$ cat config.mk
export PLATFORM = sky130hd
export DESIGN_NAME = tlp3_mac
export DESIGN_NICKNAME = d
export VERILOG_FILES = /design/src/hdl/tlp3_pkg.sv /design/src/hdl/tlp3_mac.sv
export SDC_FILE = /design/constraint.sdc
export NUM_CORES = 1
export LEC_CHECK = 0
export ABC_CLOCK_PERIOD_IN_PS = 3900
export BUFFER_PORTS_ARGS = -buffer_cell sky130_fd_sc_hd__buf_2
export CORE_MARGIN = 2
export CORE_UTILIZATION = 63
export CTS_CLUSTER_DIAMETER = 100
export DETAILED_ROUTE_END_ITERATION = 8
export GPL_TIMING_DRIVEN = 0
export PLACE_DENSITY_LB_ADDON = 0.08
export SLEW_MARGIN = 5
export SYNTH_ARGS = -nofsm -noshare
export SYNTH_HDL_FRONTEND = slang
export SYNTH_SLANG_ARGS = --single-unit
$ cat constraint.sdc
create_clock -name clk_i -period 3.9 [get_ports clk_i]
set_clock_uncertainty 0.2 [all_clocks]
set_input_delay 0.39 -clock clk_i [delete_from_list [all_inputs] [get_ports clk_i]]
set_output_delay 0.39 -clock clk_i [all_outputs]
set_load 0.01 [all_outputs]
$ cat src/hdl/tlp3_pkg.sv
// Package for the trilinear prolongation unit: sizes, command codes,
// weights and the padded-grid address function. Used by every file in hdl.
`timescale 1ns / 1ps

package tlp3_pkg;

  // Grid geometry. The interior side is fixed, with one ghost layer each side.
  localparam int COARSE_SIDE = 32;
  localparam int PADDED_SIDE = COARSE_SIDE + 2;
  localparam int STORE_DEPTH = PADDED_SIDE * PADDED_SIDE * PADDED_SIDE;
  localparam int ADDR_W      = $clog2(STORE_DEPTH);

  // Field widths.
  localparam int COORD_W     = 6;
  localparam int SIZE_W      = 6;
  localparam int VALUE_WIDTH = 32;
  localparam int MASK_W      = 8;
  localparam int WEIGHT_W    = 5;
  localparam int SHIFT_W     = 6;                      // divide by 64
  localparam int ACC_W       = VALUE_WIDTH + SHIFT_W;  // 64 x full scale fits

  // Neighbor weights, indexed by how many axes step off the center.
  localparam logic [WEIGHT_W-1:0] W_CENTER = WEIGHT_W'(27);
  localparam logic [WEIGHT_W-1:0] W_FACE   = WEIGHT_W'(9);
  localparam logic [WEIGHT_W-1:0] W_EDGE   = WEIGHT_W'(3);
  localparam logic [WEIGHT_W-1:0] W_CORNER = WEIGHT_W'(1);

  typedef enum logic [1:0] {
    CMD_LOAD_VALUE = 2'd0,
    CMD_LOAD_MASK  = 2'd1,
    CMD_PROLONG    = 2'd2,
    CMD_NONE       = 2'd3
  } cmd_e;

  typedef enum logic [1:0] {
    CFG_SIZE_X = 2'd0,
    CFG_SIZE_Y = 2'd1,
    CFG_SIZE_Z = 2'd2
  } cfg_idx_e;

  localparam logic STATUS_OK    = 1'b0;
  localparam logic STATUS_RANGE = 1'b1;

  // Control word from the sequencer to the multiply-accumulate unit.
  typedef struct packed {
    logic                clear;   // zero the accumulator
    logic                valid;   // read data of this cycle is a term
    logic [WEIGHT_W-1:0] weight;  // weight of that term
  } mac_ctrl_t;

  // Weight of the term at a given step: each set bit moves one axis over.
  function automatic logic [WEIGHT_W-1:0] weight_of(input logic [2:0] step);
    logic [1:0] n;
    n = 2'(step[0]) + 2'(step[1]) + 2'(step[2]);
    unique case (n)
      2'd0:    weight_of = W_CENTER;
      2'd1:    weight_of = W_FACE;
      2'd2:    weight_of = W_EDGE;
      default: weight_of = W_CORNER;
    endcase
  endfunction

  // Linear address of a padded-grid cell, x major and z minor.
  function automatic logic [ADDR_W-1:0] cell_addr(input logic [COORD_W-1:0] x,
                                                  input logic [COORD_W-1:0] y,
                                                  input logic [COORD_W-1:0] z);
    logic [ADDR_W-1:0] row;
    row       = ADDR_W'(x) * ADDR_W'(PADDED_SIDE) + ADDR_W'(y);
    cell_addr = row * ADDR_W'(PADDED_SIDE) + ADDR_W'(z);
  endfunction

  // A size register above the interior side acts as the side.
  function automatic logic [SIZE_W:0] eff_size(input logic [SIZE_W-1:0] s);
    if ((SIZE_W + 1)'(s) > (SIZE_W + 1)'(COARSE_SIDE)) begin
      eff_size = (SIZE_W + 1)'(COARSE_SIDE);
    end else begin
      eff_size = (SIZE_W + 1)'(s);
    end
  endfunction

endpackage

$ cat src/hdl/tlp3_mac.sv
// Shared multiply-accumulate unit of the prolongation datapath, with the
// final floor shift and saturating add. Depends on tlp3_pkg.
`timescale 1ns / 1ps

module tlp3_mac (
  input  logic                                  clk_i,
  input  logic                                  rst_ni,
  input  tlp3_pkg::mac_ctrl_t                   ctrl_i,
  input  logic signed [tlp3_pkg::VALUE_WIDTH-1:0] data_i,
  input  logic signed [tlp3_pkg::VALUE_WIDTH-1:0] fine_i,
  output logic signed [tlp3_pkg::VALUE_WIDTH-1:0] result_o
);

  localparam int VW = tlp3_pkg::VALUE_WIDTH;
  localparam int AW = tlp3_pkg::ACC_W;

  logic signed [AW-1:0] prod_d, prod_q;
  logic                 prod_vld_q;
  logic signed [AW-1:0] acc_q;
  logic signed [VW-1:0] quot;
  logic signed [VW:0]   total;

  // One term: read word times a small unsigned weight, both widened to the
  // accumulator width first so that the product cannot wrap.
  assign prod_d = $signed({{(AW-VW){data_i[VW-1]}}, data_i}) *
                  $signed({{(AW-tlp3_pkg::WEIGHT_W){1'b0}}, ctrl_i.weight});

  // Product register, then accumulator.
  always_ff @(posedge clk_i or negedge rst_ni) begin
    if (!rst_ni) begin
      prod_vld_q <= 1'b0;
    end else begin
      prod_vld_q <= ctrl_i.valid & ~ctrl_i.clear;
    end
  end

  always_ff @(posedge clk_i) begin
    prod_q <= prod_d;
    if (ctrl_i.clear) begin
      acc_q <= '0;
    end else if (prod_vld_q) begin
      acc_q <= acc_q + prod_q;
    end
  end

  // Dropping the six low bits of the sum is the floor divide by 64.
  assign quot  = acc_q[AW-1:tlp3_pkg::SHIFT_W];
  assign total = {fine_i[VW-1], fine_i} + {quot[VW-1], quot};

  // Saturate when the two top bits of the sum disagree.
  always_comb begin
    if (total[VW] != total[VW-1]) begin
      result_o = total[VW] ? {1'b1, {(VW-1){1'b0}}} : {1'b0, {(VW-1){1'b1}}};
    end else begin
      result_o = total[VW-1:0];
    end
  end

endmodule

======== Yosys cells after proc, flatten, opt, wreduce, memory -nomap -nowiden ========
Index checks and enable logic that the tools add are counted.
operators by class
  bitwise gates (word level) .............. 2
  multiply operators ...................... 1
  equal/unequal tests ..................... 1
  muxes and demuxes ....................... 2
  add/subtract/negate cells ............... 2
operators with widths
  kind                                           number
  32-bit 2-to-1 mux                              2
  38-bit adder                                   1
  32-bit by 6-bit multiplier with 38-bit output  1
  32-bit by 32-bit adder with 33-bit output      1
  1-bit AND                                      1
  1-bit != test                                  1
  1-bit NOT                                      1
word-level totals
  word-level logic and storage cells ...... 11
  register bits after elaboration ......... 77
  output and inout port bits .............. 32

======== Logic depth before layout (Yosys ltp) ========
Gate-level depths: netlist of the first run.
  depth in word-level cells ............... 3
  depth in mapped cells ................... 18

======== Worst setup path after synthesis of the first run ========
OpenSTA, ideal clock, no wires.
  path type ............................... in2reg
  from .................................... input port ctrl_i[0] (netlist bit)
  to ...................................... register prod_q[37]
  library setup time ...................... 72 ps
  path slack .............................. -751 ps
  data arrival time ....................... 4379 ps
  buffers on the path ..................... 1
  stages on the path ...................... 17
  cells stage by stage .................... clkbuf_1 and2_1 fa_1 fa_1 inv_1 fa_1 inv_1 ha_1 a211o_1 a31oi_1 nor3_1 o21a_1 o41ai_2 a31oi_1 a221o_1 a21oi_2 xnor2_1
on the way
  word-level cells in the longest chain between the ends .. 1
ends and longest elaborated chain
  element                                        RTL line        text
  from (decl)                                    tlp3_mac.sv:8   input tlp3_pkg::mac_ctrl_t ctrl_i,
  32-bit by 6-bit multiplier with 38-bit output  tlp3_mac.sv:25  assign prod_d = $signed({{(AW-VW){data_i[VW-1]}}, data_i}) *
  via prod_d[37]                                 tlp3_mac.sv:17  logic signed [AW-1:0] prod_d, prod_q;
  to (signal assigned)                           tlp3_mac.sv:38  prod_q <= prod_d;
  to (decl)                                      tlp3_mac.sv:17
The timed path passes the listed nets, and every way through them passes these cells.
A chain may end at the register's enable or synchronous reset.

======== Final worst setup path of the first run ========
  from .................................... input port ctrl_i[2] (netlist bit)
  to ...................................... register prod_q[37]
The elaborated chain is that of the path after synthesis.

==> results.json, run 1 <==
{
  "post_drt_wl_per_cell_um": 15.7,
  "worstReg2RegStart": "acc_q[1]",
  "synth_simple_gate_area_share_pct": 17.9,
  "synth-seq-area-share_pct": 13.1,
  "netlist_area_mm2": 0.0118,
  "run_status": "complete, but fails checks",
  "synth_enable_flop_cells": 0,
  "tritoncts_clock_tree": "done",
  "cap_violations": 0,
  "worstPathBufferInverterCount": 4,
  "avgSynthCellArea_um2": 8.29,
  "global_route_wire_length_before_repair_mm": 47.9,
  "cp_top_family": "adder cells",
  "gr-total-overflow": 0,
  "clk_transition_reported_paths_ns": 0.06,
  "ff2ff_setup_slack_ns": 0.46,
  "critical_path_class": "in2reg",
  "cpMaxStageDelayCell": "fa_1",
  "synth_fp_nets": 1743,
  "routed_via_density": 5.63,
  "asyncSetResetFlopFracSynth_pct": 1.30,
  "ys_types": 78,
  "core_area_mm2": 0.0186,
  "die-area_mm2": 0.0199,
  "clock_tree.htree_level_count": 3,
  "synth_common_cells": "inv_1, and2_1, ha_1, a21oi_1, fa_1",
  "power_switching_mw": 4.07,
  "power.sequential.fraction_pct": 15.0,
  "timing.critical_path.from_type": "input pin",
  "tritoncts_num_sinks": 77,
  "grt_max_degree": 15,
  "synthDominantAreaCellType": "fa_1",
  "dominantRegCellSynth": "dfxtp_1",
  "report.final.hold_viol_count": 0,
  "cts_root_buffer": "clkbuf_16",
  "post-route-drc-count": 0,
  "maxSlewViolCount": 0,
  "p_total_mw": 8.70,
  "post-synth-top-count-cell": "inv_1",
  "hold_ws_ns": 0.0730,
  "final.period_utilization_pct": 113,
  "port-buffer-count": 103,
  "worstPathCellList": "buf_8 > buf_8 > and2_4 > fa_1 > fa_1 > inv_1 > fa_1 > inv_2 > ha_4 > a211o_1 > a31oi_4 > nor3_4 > o21a_1 > o41ai_4 > a31oi_2 > a221o_1 > a21oi_2 > xnor2_1",
  "number_of_synthesized_register_bits": 77,
  "worst-endpoint-arrival_ns": 4.48,
  "intPower_mw": 4.64,
  "syn-instance-count": 1429,
  "post-route-worst-setup-slack_ns": -0.518,
  "finalWeightedCongestion": 0.911,
  "violations": "setup timing",
  "endpoint_kind": "flop",
  "ys_warn_count": 0,
  "power.density_mw_per_mm2": 613,
  "dpl_worst_slack_ns": -1.24,
  "ant_nets": 0,
  "die_width_um": 141,
  "hold_path_class": "in2reg",
  "ios": 105,
  "power.ir.vdd_worst_v": 0.000299,
  "reg2reg_to": "acc_q[37]",
  "required_ns": 3.96,
  "synth.top_cells.by_area": "fa_1, ha_1, dfxtp_1",
  "grt_antenna_before_repair": 0,
  "p_leak_nw": 6.99,
  "max_freq_mhz": 226,
  "nNetsFinal": 1910,
  "drive_above_1_share_pct": 19.9,
  "initial_utilization_pct": 63.7,
  "route.final.wire_length_mm": 28.9,
  "detail_route.iter0.violations": 543,
  "power.clock.fraction_pct": 11.0,
  "adder_cell_area_share_of_the_yosys_netlist_pct": 32.1,
  "fp.dieH_um": 141,
  "max-slew-margin-rel_pct": 36.2,
  "crit_start": "ctrl_i[2]",
  "place_hpwl_mm": 23.1,
  "max_stage_delay_ns": 0.52,
  "synth_top_family_by_area": "adder cells",
  "synth_xor_area_share_pct": 6.81,
  "fin_crit_ns": 4.42,
  "grt_setup_unrepaired": "yes",
  "cts-root-to-sink-buffers": 2,
  "power.share.switching_pct": 46.7,
  "worstSkewPairLatency_ns": 0.34,
  "power_frac_comb_pct": 74.1,
  "num_antenna_cells": 0,
  "drt_pre_antenna_iters": 5,
  "dr_total_vias": 10300,
  "synth-compound-area-share_pct": 20.1,
  "yosysTopAreaCellShare_pct": 16.7,
  "critical_path.endpoint": "prod_q[37]",
  "crit_fanout": 6,
  "path_length_in_cells_of_the_critical_path": 18,
  "tightest_slew_ns": 0.957,
  "flow.area_growth_from_synthesis_pct": 19.9,
  "finalSetupViolations": 19,
  "share_of_cell_area_taken_by_muxes_after_synthesis_pct": 2.23,
  "crit_top_cell": "fa_1",
  "tritoncts.num_buffers": 9,
  "grt_usage_pct": 29.2,
  "rows": 50,
  "worst-r2r-cell-count": 10,
  "first_global_vias": 10000
}
==> metrics by stage <==
step	instance area (µm²)	std cells	util, %	setup TNS (ns)
4_1_cts	13900	1821	74.6	-5.43
3_3_place_gp	13000	1766	70.0	-17.29
5_1_grt	14200	1835	76.4	-8.27
6_report	14200	1835	76.4	-5.76
3_5_place_dp	13000	1766	70.0	-19.43
2_1_floorplan	12200	1429	-	-3.62
==> worst min path at each step <==
stage                     startpoint         end  slack (ns)  cells after the start
after global routing       ctrl_i[5]  prod_vld_q        0.08                      2
after global placement        rst_ni  prod_vld_q       -0.04                      1
final                      ctrl_i[5]  prod_vld_q        0.07                      2
after floorplan               rst_ni  prod_vld_q       -0.11                      0
after CTS                  ctrl_i[5]  prod_vld_q        0.07                      2
after detailed placement      rst_ni  prod_vld_q       -0.03                      1
==> cell usage in the layout, fill, tap and decap left out, types with 7 or more instances in the layout <==
master	instances
inv_1	186
and2_1	142
ha_1	123
buf_2	105
fa_1	97
a21oi_1	94
dfxtp_1	75
nand2_1	69
nor2_1	65
xnor2_1	57
a21o_1	54
o21ai_0	50
buf_4	46
xor2_1	30
mux2i_1	23
clkbuf_1	20
a211oi_1	17
ha_4	17
a21oi_2	16
o21a_1	16
and2_4	15
nand3_1	14
o21bai_1	13
nor2b_1	11
a31oi_1	11
buf_6	11
inv_2	10
nand4_1	10
nand2b_1	10
clkbuf_16	9
o211ai_1	8
o21ai_1	7
nor3_1	7
==> metal layers <==
layer / part of all wire (%) / GRT usage, %
met5: 0 / 0
met4: 2.1 / 8.32
met3: 3.1 / 2.11
met2: 47 / 49.8
met1: 48 / 39.9
==> flip-flops by register name, indices dropped and copies added, names as in the netlist <==
signal,flops
prod_q,38
prod_vld_q,1
acc_q,38
==> power groups by stage <==
stage	combinational [mW]	sequential (mW)	clock, mW
global placement	5.62	1.30	0
floorplan	4.53	1.22	0
finish	6.45	1.30	0.956
detailed placement	5.73	1.31	0
global route	7.12	1.33	0.994
CTS	6.09	1.29	0.961
==> cell type report <==
cell class,count,area (µm²)
multi-input combinational,1112,10000
fill,1396,4380
sequential,77,1550
timing repair buffer,156,985
inverter,196,736
tap,234,293
buffer,44,282
clock buffer,9,225
clock inverter,7,124
==> cell families (layout without fill, tap and decap cells) <==
group,count (synthesis),in the layout
compound gates,359,359
flops,77,77
simple gates,392,392
mux,26,26
xor+xnor,90,90
buf+inv,240,412
fa+ha+maj,245,245
==> worst register-to-register path: cells and delay by family, from the launching register on <==
| family | cells | cell delay [ns] |
|---|---|---|
| flops | 1 | 0.33 |
| simple gates | 3 | 0.55 |
| mux | 2 | 0.71 |
| compound gates | 4 | 1.25 |
| fa+ha+maj | 1 | 0.30 |
==> repair_timing <==
| item | in CTS | in global routing |
|---|---|---|
| hold buffers | 1 | 0 |
| gates resized for setup | 59 | 57 |
| setup endpoints to repair | 53 | 54 |
| pin swaps | 52 | 65 |
| hold endpoints to repair | 1 | 0 |
| buffers inserted | 38 | 15 |
No activity file was read; power rests on OpenSTA's default activity.
==> run 2: changes to the inputs <==
Settings changed: ABC_CLOCK_PERIOD_IN_PS 3900 to 5700, CORE_UTILIZATION 63 to 65.
Clock period 3.9 ns to 5.7 ns, I/O delays scaled along.
==> results.json, run 2 (synthesis gave the netlist of run 1 again) <==
{
  "post_drt_wl_per_cell_um": 14.8,
  "detail_route.iter0.violations": 526,
  "worstPathCellList": "buf_2 > clkbuf_1 > and2_1 > fa_1 > fa_1 > inv_1 > fa_1 > inv_1 > ha_1 > a211o_1 > a31oi_1 > nor3_1 > o21a_1 > o41ai_2 > a31oi_1 > a221o_1 > a21oi_2 > xnor2_1",
  "gr-total-overflow": 0,
  "ant_nets": 0,
  "cap_violations": 0,
  "grt_max_degree": 15,
  "report.final.hold_viol_count": 0,
  "critical_path_class": "in2reg",
  "met1_length_mm": 12.9,
  "global_route_wire_length_before_repair_mm": 45.3,
  "endpoint_kind": "flop",
  "clk_transition_reported_paths_ns": 0.06,
  "tritoncts_clock_tree": "done",
  "cpMaxStageDelayCell": "fa_1",
  "finalWeightedCongestion": 0.900,
  "tightest_slew_ns": 0.917,
  "nFillCells": 1483,
  "clock_tree.htree_level_count": 3,
  "nNetsFinal": 1858,
  "max-slew-margin-rel_pct": 38.9,
  "cts-root-to-sink-buffers": 2,
  "finalSetupViolations": 0,
  "initial_utilization_pct": 66.2,
  "worst-endpoint-arrival_ns": 5.37,
  "tritoncts.num_buffers": 9,
  "crit_top_cell": "fa_1",
  "ios": 105,
  "core_area_mm2": 0.0179,
  "maxSlewViolCount": 0,
  "leading_registers_by_flop_count": "acc_q (38), prod_q (38), prod_vld_q (1)",
  "final.period_utilization_pct": 93.2,
  "run_status": "complete, no violations",
  "flow.area_growth_from_synthesis_pct": 9.99,
  "final_cell_mix": "inv_1, and2_1, ha_1, a21oi_1, buf_2",
  "cts_resized": 0,
  "grt_usage_pct": 27.9,
  "required_ns": 5.76,
  "wire_length_on_met3_um": 991,
  "fin_setup_tns_ns": 0,
  "max_freq_mhz": 188,
  "cell_count_after_placement": 1761,
  "route.final.wire_length_mm": 26.4,
  "fp.dieH_um": 139,
  "first_global_vias": 9718,
  "detailroute.wirelength.met2_mm": 11.7,
  "worstSkewPairLatency_ns": 0.33,
  "power.density_mw_per_mm2": 410,
  "dr_total_vias": 9965,
  "routed_via_density": 5.60,
  "layout_commonest_cell": "inv_1",
  "drive_above_1_share_pct": 9.81,
  "p_leak_nw": 6.56,
  "place_hpwl_mm": 22.6,
  "p_total_mw": 5.34,
  "fin_crit_ns": 5.31,
  "crit_fanout": 10,
  "cts_root_buffer": "clkbuf_16",
  "cp_top_family": "compound AO/OA/AOI/OAI gates",
  "post-route-util_pct": 72.8,
  "port-buffer-count": 103,
  "tritoncts_num_sinks": 77,
  "grt_setup_unrepaired": "no",
  "die_width_um": 139,
  "hold_ws_ns": 0.251,
  "dr.max_layer_used": "met4",
  "drt_pre_antenna_iters": 5,
  "cts_setup_buffers": 0,
  "post-route-drc-count": 0,
  "power.ir.vdd_worst_v": 0.000301,
  "rows": 49,
  "worstPathBufferInverterCount": 4,
  "max_stage_delay_ns": 0.55,
  "timing.critical_path.from_type": "input pin",
  "die-area_mm2": 0.0193,
  "num_antenna_cells": 0,
  "stdcell_count": 1778,
  "hold_path_class": "in2reg",
  "grt_antenna_before_repair": 0
}
==> run 2: what timing repair did <==
action | 4_1_cts | 5_1_grt
hold buffers | 1 | 0
setup endpoints to repair | 0 | 0
endpoints found under the hold margin | 1 | 0
==> run 2: metrics by stage <==
stage,instance area (µm²),setup slack [ns]
floorplan,11800,0.869
global placement,12600,0.120
detailed placement,12600,0.0708
CTS,13000,0.411
global route,13000,0.127
finish,13000,0.390
==> run 2: worst register-to-register path: cells and delay by family (launching register included) <==
family,cells,cell delay (ns)
flip-flops,1,0.33
multiplexers,2,0.64
AO/OA/AOI/OAI,4,1.25
AND/OR/NAND/NOR,3,0.57
adder cells (fa/ha/maj),1,0.32
==> run 2: final cells by class <==
class / instances / area (µm²) / area share (%)
clock buffers: 9 / 225 / 1.73
multi-input cells: 1112 / 9370 / 71.9
inverters: 196 / 736 / 5.65
repair buffers: 104 / 526 / 4.03
plain buffers: 44 / 193 / 1.48
clock inverters: 7 / 146 / 1.12
flip-flops and latches: 77 / 1550 / 11.9
well taps: 229 / 287 / 2.20
==> run 2: where the power goes <==
part	switching (mW)	total, mW	internal (mW)
registers	0.131	0.886	0.756
logic	2.14	3.76	1.62
clock network	0.216	0.691	0.474
total	2.49	5.34	2.85
==> run 2: final timing paths <==
path / from / cells past startpoint / end / slack, ns
worst max-delay path: ctrl_i[1] / 18 / prod_q[37] / 0.39
worst min-delay path: ctrl_i[5] / 2 / prod_vld_q / 0.25
worst max register to register: prod_q[1] / 10 / acc_q[37] / 2.30
worst min register to register: acc_q[4] / 2 / acc_q[4] / 0.31
max in group asynchronous: rst_ni / 2 / prod_vld_q / 4.85
min in group asynchronous: rst_ni / 2 / prod_vld_q / 0.36
==> run 2: per-layer routing <==
| layer | global-route usage [%] | vias to the layer above |
|---|---|---|
| met5 | 0 | - |
| met4 | 9.09 | 0 |
| met1 | 39.0 | 4581 |
| met2 | 45.9 | 250 |
| met3 | 2.49 | 40 |
| li1 | - | 5094 |
==> run 3: changes to the inputs <==
Settings changed: CORE_UTILIZATION 65 to 50.
==> results.json, run 3 (synthesis gave the netlist of run 1 again) <==
{
  "run_status": "complete, no violations",
  "nNetsFinal": 1858,
  "route.final.wire_length_mm": 26.7,
  "num_antenna_cells": 0,
  "fin_crit_ns": 5.27,
  "fin_setup_tns_ns": 0,
  "endpoint_kind": "flop",
  "p_leak_nw": 6.54,
  "drive_above_1_share_pct": 9.81,
  "place_hpwl_mm": 23.0,
  "hold_path_class": "in2reg",
  "finalWeightedCongestion": 0.892,
  "grt_setup_unrepaired": "no",
  "tritoncts_num_sinks": 77,
  "die_width_um": 158,
  "maxSlewViolCount": 0,
  "required_ns": 5.76,
  "clock_tree.htree_level_count": 3,
  "power.ir.vdd_worst_v": 0.000197,
  "power.density_mw_per_mm2": 400,
  "die-area_mm2": 0.0249,
  "worst-r2r-cell-count": 10,
  "fp.dieH_um": 158,
  "rows": 56,
  "max-slew-margin-rel_pct": 34.6,
  "finalSetupViolations": 0,
  "tightest_slew_ns": 0.981,
  "cts_root_buffer": "clkbuf_16",
  "post-route-drc-count": 0,
  "grt_antenna_before_repair": 0,
  "timing.critical_path.from_type": "input pin",
  "design_area_mm2": 0.0131,
  "ant_nets": 0,
  "crit_start": "ctrl_i[1]",
  "worstPathCellList": "buf_2 > clkbuf_1 > and2_1 > fa_1 > fa_1 > inv_1 > fa_1 > inv_1 > ha_1 > a211o_1 > a31oi_1 > nor3_1 > o21a_1 > o41ai_2 > a31oi_1 > a221o_1 > a21oi_2 > xnor2_1",
  "critical_path.endpoint": "prod_q[37]",
  "p_total_mw": 5.23,
  "tritoncts_clock_tree": "done",
  "grt_max_degree": 15,
  "tritoncts.num_buffers": 9,
  "ff2ff_setup_slack_ns": 2.46,
  "flow.area_growth_from_synthesis_pct": 10.5,
  "critical_path_class": "in2reg",
  "gr-total-overflow": 0,
  "wire_length_on_met3_um": 981,
  "crit_fanout": 10,
  "cp_top_family": "compound AO/OA/AOI/OAI gates",
  "layout_commonest_cell": "inv_1",
  "report.final.hold_viol_count": 0,
  "port-buffer-count": 103,
  "first_global_vias": 9330,
  "final.period_utilization_pct": 92.4,
  "detail_route.iter0.violations": 420,
  "cpMaxStageDelayCell": "fa_1",
  "routed_via_density": 5.14,
  "worstPathBufferInverterCount": 4,
  "final_cell_mix": "inv_1, and2_1, ha_1, a21oi_1, buf_2",
  "detailroute.wirelength.met2_mm": 11.5,
  "crit_top_cell": "fa_1",
  "detailed_place.area_mm2": 0.0128,
  "drt_pre_antenna_iters": 5,
  "reg2reg_to": "acc_q[37]",
  "cts-root-to-sink-buffers": 2,
  "worstSkewPairLatency_ns": 0.34,
  "core_area_mm2": 0.0233,
  "path_length_in_cells_of_the_critical_path": 18,
  "cap_violations": 0,
  "clk_transition_reported_paths_ns": 0.06,
  "max_stage_delay_ns": 0.54,
  "post_drt_wl_per_cell_um": 14.3,
  "met1_length_mm": 13.8,
  "grt_usage_pct": 21.9,
  "max_freq_mhz": 190,
  "global_route_wire_length_before_repair_mm": 44.3,
  "worst-endpoint-arrival_ns": 5.33,
  "dr.max_layer_used": "met4",
  "leading_registers_by_flop_count": "acc_q (38), prod_q (38), prod_vld_q (1)",
  "initial_utilization_pct": 50.8,
  "worstReg2RegStart": "prod_q[1]",
  "dr_total_vias": 9596,
  "ios": 105,
  "cts_setup_buffers": 0
}
run 3: changes by cell type in the layout (fill, tap and decap cells not counted):
cell / delta
bufinv_16: -2
clkinv_2: +1
clkinvlp_4: +1
run 3: per-stage QoR:
stage | util [%] | hold slack (ns) | cells | setup slack (ns)
after CTS | 56.1 | 0.247 | 1868 | 0.409
after global placement | 54.7 | 0.144 | 1851 | 0.0432
final | 56.1 | 0.245 | 1868 | 0.435
after detailed placement | 54.7 | 0.147 | 1851 | 0.0677
after global routing | 56.1 | 0.265 | 1868 | 0.0681
after floorplan | - | 0.0744 | 1429 | 0.869
run 3: worst min path at each step:
stage              start  slack (ns)         end  cells after the start
2_1_floorplan     rst_ni        0.07  prod_vld_q                      0
3_3_place_gp      rst_ni        0.14  prod_vld_q                      1
3_5_place_dp      rst_ni        0.15  prod_vld_q                      1
4_1_cts        ctrl_i[5]        0.25  prod_vld_q                      2
5_1_grt        ctrl_i[5]        0.26  prod_vld_q                      2
6_report       ctrl_i[5]        0.24  prod_vld_q                      2
run 3: area by class of cell:
type                            instances  area (µm²)
Clock inverter                          7        98.8
Multi-Input combinational cell       1112        9370
Sequential cell                        77        1550
Clock buffer                            9         225
Tap cell                              319         399
Inverter                              196         736
Fill cell                            2260       10200
Buffer                                 44         193
Timing Repair Buffer                  104         526
run 3: per-layer routing:
layer	up-vias	GRT usage (%)
li1	5090	-
met1	4271	31.0
met2	209	36.0
met3	26	1.67
met4	0	5.89
met5	-	0
run 3: power breakdown:
part,internal (mW),switching (mW),leakage (nW)
Sequential,0.755,0.131,0.645
Clock,0.385,0.221,0.156
Combinational,1.62,2.12,5.74
run 3: what timing repair did:
action	4_1_cts	5_1_grt
hold buffers	1	0
hold endpoints to repair	1	0
resized for setup	0	0
